--- src/rtl/keyword_prefix_search_unit_macros.svh ---
// Assertion helpers for the keyword prefix search unit.
// Both macros take a label, the clock, the active-low reset, a property or
// condition and a message string.
`ifndef KEYWORD_PREFIX_SEARCH_UNIT_MACROS_SVH
`define KEYWORD_PREFIX_SEARCH_UNIT_MACROS_SVH
`ifndef SYNTHESIS
`define KPS_ASSERT(lbl, clk, rst_n, prop, msg) \
  lbl: assert property (@(posedge clk) disable iff (!rst_n) prop) else $error(msg);
`define KPS_NEVER(lbl, clk, rst_n, cond, msg) \
  lbl: assert property (@(posedge clk) disable iff (!rst_n) !(cond)) else $error(msg);
`else
`define KPS_ASSERT(lbl, clk, rst_n, prop, msg)
`define KPS_NEVER(lbl, clk, rst_n, cond, msg)
`endif
`endif

--- src/rtl/kps_pkg.sv ---
package kps_pkg;

  localparam int CHAR_W      = 7;
  localparam int ENTRY_CHARS = 16;
  localparam int POS_W       = $clog2(ENTRY_CHARS);
  localparam int IDX_W       = 9;
  localparam int CFG_W       = 10;
  localparam int MINLEN_W    = 4;
  localparam int COUNT_W     = 6;
  localparam int LETTERS     = 26;
  localparam int LETTER_W    = 5;

  localparam logic [CHAR_W-1:0] CHAR_A   = 7'h61;
  localparam logic [CHAR_W-1:0] CHAR_Z   = 7'h7a;
  localparam logic [CHAR_W-1:0] CHAR_NUL = 7'h00;

  localparam logic REQ_LOAD  = 1'b0;
  localparam logic REQ_QUERY = 1'b1;

  localparam logic CFG_ENTRIES = 1'b0;
  localparam logic CFG_MIN_LEN = 1'b1;

  localparam logic [MINLEN_W-1:0] MINLEN_RESET = 4'd1;

  typedef enum logic [2:0] {
    S_IDLE,
    S_CHECK,
    S_READ,
    S_CMP,
    S_DONE
  } kps_state_e;

  typedef enum logic [1:0] {
    STATUS_MATCH  = 2'd0,
    STATUS_NONE   = 2'd1,
    STATUS_REJECT = 2'd2
  } kps_status_e;

  // Search command from the front end to the scan sequencer.
  typedef struct packed {
    logic             go;
    logic [POS_W-1:0] last_pos;
    logic             letter_ok;
    logic [IDX_W-1:0] start_idx;
  } kps_cmd_t;

  typedef struct packed {
    logic               strobe;
    logic [IDX_W-1:0]   idx;
    kps_status_e        status;
    logic [COUNT_W-1:0] count;
    logic               last;
  } kps_result_t;

endpackage

--- src/rtl/kps_scan_ctrl.sv ---
module kps_scan_ctrl #(
  parameter int TABLE_DEPTH = 512,
  parameter int WORD_CHARS  = 16,
  parameter int LIST_MAX    = 32,
  localparam int TAB_AW = $clog2(TABLE_DEPTH),
  localparam int LIM_W  = $clog2(TABLE_DEPTH + 1),
  localparam int ADDR_W = TAB_AW + kps_pkg::POS_W
) (
  input  logic                          clk_i,
  input  logic                          rst_ni,
  input  kps_pkg::kps_cmd_t             cmd_i,
  input  logic [LIM_W-1:0]              limit_i,
  input  logic [kps_pkg::MINLEN_W-1:0]  min_len_i,
  output logic [ADDR_W-1:0]             rd_addr_o,
  input  logic [kps_pkg::CHAR_W-1:0]    rd_data_i,
  output logic [kps_pkg::POS_W-1:0]     q_idx_o,
  input  logic [kps_pkg::CHAR_W-1:0]    q_char_i,
  output logic                          busy_o,
  output kps_pkg::kps_result_t          res_o
);

  import kps_pkg::*;

  localparam int CNT_W = $clog2(LIST_MAX + 1);

  kps_state_e         state_q, state_d;
  logic [LIM_W-1:0]   i_q, i_d;
  logic [POS_W-1:0]   j_q, j_d;
  logic [CNT_W-1:0]   cnt_q, cnt_d;
  logic [IDX_W-1:0]   pend_q, pend_d;
  logic [POS_W-1:0]   last_pos_q, last_pos_d;
  kps_result_t        res_q, res_d;

  logic               reject;
  logic [LIM_W-1:0]   start_ext;
  logic               start_in;
  logic               char_eq;
  logic               word_done;
  logic [CNT_W-1:0]   cnt_inc;
  logic               list_full;
  logic [LIM_W:0]     i_nxt;
  logic               at_end;

  assign reject    = (last_pos_q < min_len_i) ||
                     ((32'(last_pos_q) + 32'd2) >= 32'(WORD_CHARS));
  assign start_ext = LIM_W'(cmd_i.start_idx);
  assign start_in  = start_ext < limit_i;
  assign char_eq   = (rd_data_i != CHAR_NUL) && (rd_data_i == q_char_i);
  assign word_done = j_q == last_pos_q;
  assign cnt_inc   = cnt_q + {{(CNT_W-1){1'b0}}, 1'b1};
  assign list_full = cnt_inc == CNT_W'(LIST_MAX);
  assign i_nxt     = {1'b0, i_q} + {{LIM_W{1'b0}}, 1'b1};
  assign at_end    = i_nxt >= {1'b0, limit_i};

  // Next state.
  always_comb begin
    state_d = state_q;
    case (state_q)
      S_IDLE: begin
        if (cmd_i.go) begin
          state_d = S_CHECK;
        end
      end
      S_CHECK: begin
        if (reject || !cmd_i.letter_ok || !start_in) begin
          state_d = S_IDLE;
        end else begin
          state_d = S_READ;
        end
      end
      S_READ: begin
        state_d = S_CMP;
      end
      S_CMP: begin
        if (char_eq && !word_done) begin
          state_d = S_READ;
        end else if (char_eq) begin
          state_d = (list_full || at_end) ? S_DONE : S_READ;
        end else begin
          state_d = ((cnt_q != '0) || at_end) ? S_DONE : S_READ;
        end
      end
      S_DONE: begin
        state_d = S_IDLE;
      end
      default: begin
        state_d = S_IDLE;
      end
    endcase
  end

  // Datapath and results.
  always_comb begin
    i_d        = i_q;
    j_d        = j_q;
    cnt_d      = cnt_q;
    pend_d     = pend_q;
    last_pos_d = last_pos_q;
    res_d      = '0;
    case (state_q)
      S_IDLE: begin
        if (cmd_i.go) begin
          last_pos_d = cmd_i.last_pos;
          cnt_d      = '0;
        end
      end
      S_CHECK: begin
        i_d = start_ext;
        j_d = '0;
        if (reject) begin
          res_d.strobe = 1'b1;
          res_d.status = STATUS_REJECT;
          res_d.last   = 1'b1;
        end else if (!cmd_i.letter_ok || !start_in) begin
          res_d.strobe = 1'b1;
          res_d.status = STATUS_NONE;
          res_d.last   = 1'b1;
        end
      end
      S_CMP: begin
        if (char_eq && !word_done) begin
          j_d = j_q + {{(POS_W-1){1'b0}}, 1'b1};
        end else begin
          if (char_eq) begin
            // A new hit proves the held one was not the last of the list.
            if (cnt_q != '0) begin
              res_d.strobe = 1'b1;
              res_d.idx    = pend_q;
              res_d.status = STATUS_MATCH;
              res_d.count  = COUNT_W'(cnt_q);
            end
            pend_d = IDX_W'(i_q);
            cnt_d  = cnt_inc;
          end
          i_d = i_nxt[LIM_W-1:0];
          j_d = '0;
        end
      end
      S_DONE: begin
        res_d.strobe = 1'b1;
        res_d.last   = 1'b1;
        if (cnt_q == '0) begin
          res_d.status = STATUS_NONE;
        end else begin
          res_d.idx    = pend_q;
          res_d.status = STATUS_MATCH;
          res_d.count  = COUNT_W'(cnt_q);
        end
      end
      default: begin
      end
    endcase
  end

  always_ff @(posedge clk_i or negedge rst_ni) begin
    if (!rst_ni) begin
      state_q <= S_IDLE;
      res_q   <= '0;
    end else begin
      state_q <= state_d;
      res_q   <= res_d;
    end
  end

  always_ff @(posedge clk_i) begin
    i_q        <= i_d;
    j_q        <= j_d;
    cnt_q      <= cnt_d;
    pend_q     <= pend_d;
    last_pos_q <= last_pos_d;
  end

  assign rd_addr_o = {i_q[TAB_AW-1:0], j_q};
  assign q_idx_o   = j_q;
  assign busy_o    = state_q != S_IDLE;
  assign res_o     = res_q;

endmodule

--- config.mk ---
export PLATFORM = sky130hd
export DESIGN_NAME = kps_scan_ctrl
export DESIGN_NICKNAME = d
export VERILOG_FILES = /design/src/rtl/keyword_prefix_search_unit_macros.svh /design/src/rtl/kps_pkg.sv /design/src/rtl/kps_scan_ctrl.sv
export SDC_FILE = /design/constraint.sdc
export NUM_CORES = 1
export LEC_CHECK = 0
export ABC_AREA = 1
export BUFFER_PORTS_ARGS = -buffer_cell sky130_fd_sc_hd__buf_2
export CAP_MARGIN = 10
export CORE_ASPECT_RATIO = 1.5
export CORE_MARGIN = 5
export CORE_UTILIZATION = 24
export DETAILED_ROUTE_END_ITERATION = 8
export GPL_TIMING_DRIVEN = 0
export PLACE_DENSITY_LB_ADDON = 0.15
export SYNTH_ARGS = -nofsm -noshare
export SYNTH_HDL_FRONTEND = slang
export SYNTH_SLANG_ARGS = --single-unit
--- constraint.sdc ---
create_clock -name clk_i -period 2.1 [get_ports clk_i]
set_input_delay 0.315 -clock clk_i [delete_from_list [all_inputs] [get_ports clk_i]]
set_output_delay 0.315 -clock clk_i [all_outputs]
set_load 0.1 [all_outputs]
# After elaboration in Yosys (flattened, before gate mapping)
# Index checks and enable logic that the tools add are counted.
# totals
register_bits	55
latch_bits	0
ramBits	0
romBits	0
inputBits	45
output_inout_bits	37
elab_cells	82
memories	0
# classes
n_addsub	4
mul	0
n_div	0
order_cmp	4
n_eq_ne	10
shifts	0
muxes	30
n_bitwise	1
n_reduce_logical	22
# op_table
op	count
2-to-1 mux 18 bit	3
2-to-1 mux 6 bit	4
one-hot mux 6 bit (2 select lines)	2
one-hot mux 10 bit (2 select lines)	1
one-hot mux 9 bit (2 select lines)	1
2-to-1 mux 3 bit	5
one-hot mux 3 bit (4 select lines)	1
adder 10 x 1 -> 11 bit (second input constant)	1
greater-or-equal comparator 11 x 10 -> 1 bit	1
less-than comparator 9 x 10 -> 1 bit	1
2-to-1 mux 10 bit	1
2-to-1 mux 9 bit	1
one-hot mux 4 bit (2 select lines)	1
equality test 7 bit	1
nonzero test 7 bit	1
adder 6 x 1 -> 6 bit (second input constant)	1
equality test 3 x 2 -> 1 bit (second input constant)	2
equality test 6 bit (second input constant)	1
logical NOT 6 bit	1
logical OR 1 bit	6
inequality test 2 bit (second input constant)	3
one-hot mux 2 bit (3 select lines)	1
nonzero test 6 bit	1
adder 4 x 2 -> 5 bit (second input constant)	1
20 further kinds	29

# Longest topological paths before layout
# depth
ltp_word	7
ltp_mapped	18
ltp_nobuf	18

# Worst setup path before layout
# No wires, ideal clock.
# synth_timing
path_kind	reg-to-reg
startpoint	register i_q[0]
endpoint	register state_q[1]
setup_time_ns	0.065
arrival_time_ns	2.138
required_ns	2.035
slack_ns	-0.103
path_stages_with_launch	16
n_path_buf	0
synth_period_minus_slack_ns	2.203
path_cell_list	edfxtp_1 -> nand3_1 -> nand3b_1 -> nor2_1 -> inv_1 -> nor3b_2 -> xor2_1 -> inv_1 -> ha_1 -> a21oi_1 -> nand3_1 -> nor2_1 -> nand3_1 -> nand3_1 -> nand2_1 -> nand2_1
# synth_via
elab_chain_cells	7
# synth_lines
item	line	rtl
start, declared	kps_scan_ctrl.sv:27	logic [LIM_W-1:0] i_q, i_d;
start signal, assigned	kps_scan_ctrl.sv:166	i_q <= i_d;
adder 10 x 1 -> 11 bit (*)	kps_scan_ctrl.sv:52	assign i_nxt = {1'b0, i_q} + {{LIM_W{1'b0}}, 1'b1};
net i_nxt[9]	kps_scan_ctrl.sv:41	logic [LIM_W:0] i_nxt;
greater-or-equal comparator 11 x 10 -> 1 bit (*)	kps_scan_ctrl.sv:53	assign at_end = i_nxt >= {1'b0, limit_i};
logical OR 1 bit (on tied branches)	kps_scan_ctrl.sv:80, kps_scan_ctrl.sv:78	
2-to-1 mux 3 bit (on tied branches)	kps_scan_ctrl.sv:80, kps_scan_ctrl.sv:78	
2-to-1 mux 3 bit (*)	kps_scan_ctrl.sv:77	end else if (char_eq) begin
2-to-1 mux 3 bit (*)	kps_scan_ctrl.sv:75	if (char_eq && !word_done) begin
one-hot mux 3 bit (4 select lines) (*)	kps_scan_ctrl.sv:58	case (state_q)
end signal, assigned	kps_scan_ctrl.sv:160	state_q <= state_d;
end, declared	kps_scan_ctrl.sv:26	kps_state_e state_q, state_d;
# The timed path passes the listed nets; every way through them passes the cells marked *.
# A chain may end at the register's enable or synchronous reset.

# Final worst setup path
# layout_timing
startpoint	register i_q[1]
endpoint	register state_q[1]
# The elaborated chain is that of the path after synthesis.

==> flow_summary.json <==
{
  "ant_nets": 0,
  "drt_pass1_iterations": 4,
  "port_buffers": 81,
  "reg2regPathDepth": 15,
  "grt_max_degree": 23,
  "path_max_fanout": 4,
  "muxShareOfSynthArea_pct": 0,
  "rsz0062_at_grt": "true",
  "r2r_start": "i_q[1]$_DFFE_PP_",
  "dr_total_vias": 2651,
  "crit_path_end_kind": "flip-flop",
  "clockPowerShare_pct": 13.9,
  "p_comb_share_pct": 56.7,
  "wire_per_inst_um": 12.62,
  "vias_per_cell": 4.085,
  "multiInputGateArea_um2": 1468,
  "synth_top_family_by_area": "simple AND/OR/NAND/NOR gates",
  "fin_crit_ns": 2.443,
  "fin_crit_sh_pct": 116.3,
  "synth.ff_latch_count": 55,
  "clk_pin_slew_ns": 0.07,
  "power_frac_seq_pct": 29.5,
  "powerDensity_nw_per_um2": 1436,
  "start_util_pct": 24.52,
  "synth.distinct_cells": 32,
  "antenna_found_initial": 0,
  "holdWs_ns": 0.2035,
  "hold_viol": 0,
  "synth_edf_count": 33,
  "internal_power_uw": 2886,
  "holdCritStartpoint": "cmd_i[11]",
  "cap_violations": 0,
  "violations": "setup timing",
  "gp_congestion": 0.7919,
  "switching_share_pct": 52.87,
  "syn_nets": 453,
  "numCtsBuffers": 5,
  "ys_warn_count": 0,
  "antenna_cells": 0,
  "drive_gt1_share_pct": 31.83,
  "synth-seq-area-share_pct": 46.23,
  "synth_adder_area_share_pct": 9.381,
  "grt_usage_pct": 9.997,
  "num_io_pins": 82,
  "setup_viol_count_final": 2,
  "final_cells": 649,
  "synth-compound-area-share_pct": 4.090,
  "h-tree-depth": 2,
  "die_w_um": 106.2,
  "drt_iter0_drc": 64,
  "r2r_slack_ns": -0.34,
  "cts_sinks": 55,
  "cts_tree": "done",
  "synthXorXnorAreaFrac_pct": 3.940,
  "worstPathArrival_ns": 2.64,
  "synthArstFlopShare_pct": 40.00,
  "num_rows": 52,
  "synth_area_leaders": "edfxtp_1 (30%), dfrtp_1 (17%), nand2_1 (9.9%)",
  "holdPathEnd": "last_pos_q[1]$_DFFE_PP_",
  "clock_path_buffers": 2,
  "drc": 0,
  "grt_pass1_vias": 2658,
  "seq_area_um2": 1541,
  "synthDominantCellAreaShare_pct": 29.72,
  "syn_inst": 383,
  "syn_area_per_cell_um2": 8.706,
  "status": "finished with violations",
  "r2r-end": "state_q[1]$_DFFE_PN0N_",
  "critPathKind": "reg -> reg",
  "yosys.area_share.simple_pct": 25.03,
  "skew_ns": 0.009825,
  "ys.flop_type": "edfxtp_1",
  "finalWorstSetupSlack_ns": -0.3427,
  "clk_latency_ns": 0.30,
  "hold_depth": 1,
  "syn_to_final_growth_pct": 27.88,
  "dp_cells": 626,
  "leakagePower_uw": 0.002234,
  "worstMarginPinSlew_ns": 0.4941,
  "routed_wirelength_um": 8193,
  "relSlewSlack_pct": 67.06,
  "coreArea_um2": 13600,
  "required_ns": 2.29,
  "grt.overflow.total": 0,
  "startpoint_type": "flip-flop",
  "synthTopCellsByCount": "nand2_1 (88), inv_1 (59), nor2_1 (40)",
  "p_switching_uw": 3237,
  "clock.fmax_mhz": 409.4,
  "synth.most_common_cell": "nand2_1",
  "die_area_um2": 16400,
  "die_y_um": 154.4,
  "synth_area_um2": 3334,
  "hp-class": "in -> reg",
  "final_core_util_pct": 31.36,
  "drv_slew": 0,
  "fin_nets": 556,
  "irDropWorstVdd_uv": 687.2,
  "synth_top_area_cell": "edfxtp_1",
  "root_buffer": "clkbuf_16",
  "grt_pass1_wl_um": 13010,
  "fillers": 1455,
  "hpwl_um": 6779
}
==> layout by cell type, fill, tap and decap left out, types with 4 or more instances in the layout <==
master / n
nand2_1: 86
buf_2: 83
inv_1: 57
nor2_1: 37
edfxtp_1: 33
buf_4: 26
ha_1: 24
dfrtp_1: 22
nand3_1: 16
nor2_2: 13
xor2_1: 11
o21ai_0: 10
a21oi_1: 9
nor3_1: 5
nand4_1: 5
clkbuf_16: 5
nand3_2: 4
inv_2: 4
nor2_4: 4
xnor2_1: 4
==> how the worst max path moves through the flow <==
stage | from | endpoint | slack (ns) | depth (start not counted)
2_1_floorplan | i_q[2]$_DFFE_PP_ | state_q[1]$_DFFE_PN0N_ | -0.06 | 15
3_3_place_gp | i_q[0]$_DFFE_PP_ | state_q[1]$_DFFE_PN0N_ | -0.47 | 15
3_5_place_dp | i_q[0]$_DFFE_PP_ | state_q[1]$_DFFE_PN0N_ | -0.49 | 15
4_1_cts | i_q[0]$_DFFE_PP_ | state_q[1]$_DFFE_PN0N_ | -0.31 | 15
5_1_grt | i_q[1]$_DFFE_PP_ | state_q[1]$_DFFE_PN0N_ | -0.54 | 17
6_report | i_q[1]$_DFFE_PP_ | state_q[1]$_DFFE_PN0N_ | -0.34 | 15
==> worst max-delay path, stage by stage, from the launching register on <==
cell and delay [ns]:
edfxtp_1 0.46, nand3_2 0.10, nand3b_1 0.20, nor2_2 0.16, inv_2 0.05, nor3b_2 0.19
xor2_1 0.23, inv_1 0.11, ha_4 0.30, nand3_2 0.08, nor2_1 0.13, nor2_1 0.06
nand3_1 0.09, nand3_2 0.07, nand2_1 0.06, nand2_1 0.04
==> per-stage QoR <==
| stage | power [uW] | area (um2) | setup WS [ns] | TNS (ns) |
|---|---|---|---|---|
| 2_1_floorplan | 4447 | 3354 | -0.06183 | -0.1157 |
| 3_3_place_gp | 5104 | 3963 | -0.4740 | -0.9339 |
| 3_5_place_dp | 5131 | 3963 | -0.4885 | -0.9687 |
| 4_1_cts | 6070 | 4187 | -0.3145 | -0.6108 |
| 5_1_grt | 6523 | 4264 | -0.5370 | -1.053 |
| 6_report | 6123 | 4264 | -0.3427 | -0.6706 |
==> registers in the layout, indices dropped and copies added (netlist names) <==
register / flops
cnt_q: 6
i_q: 10
last_pos_q: 4
pend_q: 9
q_idx_o: 4
res_o: 19
state_q: 3
==> power by group through the flow <==
stage / Combinational (uW) / Sequential, uW / Clock [uW]
floorplan: 2120 / 2330 / 0
global route: 3750 / 1850 / 916
CTS: 3380 / 1810 / 878
global placement: 3250 / 1850 / 0
detailed placement: 3280 / 1850 / 0
finish: 3470 / 1800 / 848
==> layer usage <==
metal	vias to the layer above	GRT usage, %	wire [um]
li1	1409	-	-
met1	1181	11.45	3419
met2	54	18.46	4341
met3	7	1.710	305
met4	0	3.519	127
met5	-	0	0
==> timing repair <==
action                                 in CTS  in global routing
cloned                                      0                  1
endpoints found under the hold margin      17                  0
pin swaps                                   7                 11
hold buffers                                1                  0
gates resized for setup                     1                 11
buffers inserted                            8                  5
setup endpoints to repair                   2                 13
==> final cells by class <==
cell class | instances | share of cell area [%]
buffer | 17 | 3.081
clock buffer | 6 | 3.257
clock inverter | 2 | 0.2641
inverter | 65 | 5.869
multi-input combinational | 246 | 34.42
sequential | 55 | 36.15
tap | 162 | 4.754
timing repair buffer | 95 | 12.03
timing repair inverter | 1 | 0.1761
==> cell families after synthesis <==
| logic type | after synthesis |
|---|---|
| compound gates | 25 |
| xor+xnor | 15 |
| fa+ha+maj | 25 |
| buf+inv | 82 |
| flops | 55 |
| simple gates | 181 |
Power figures use the tool's default switching activity.
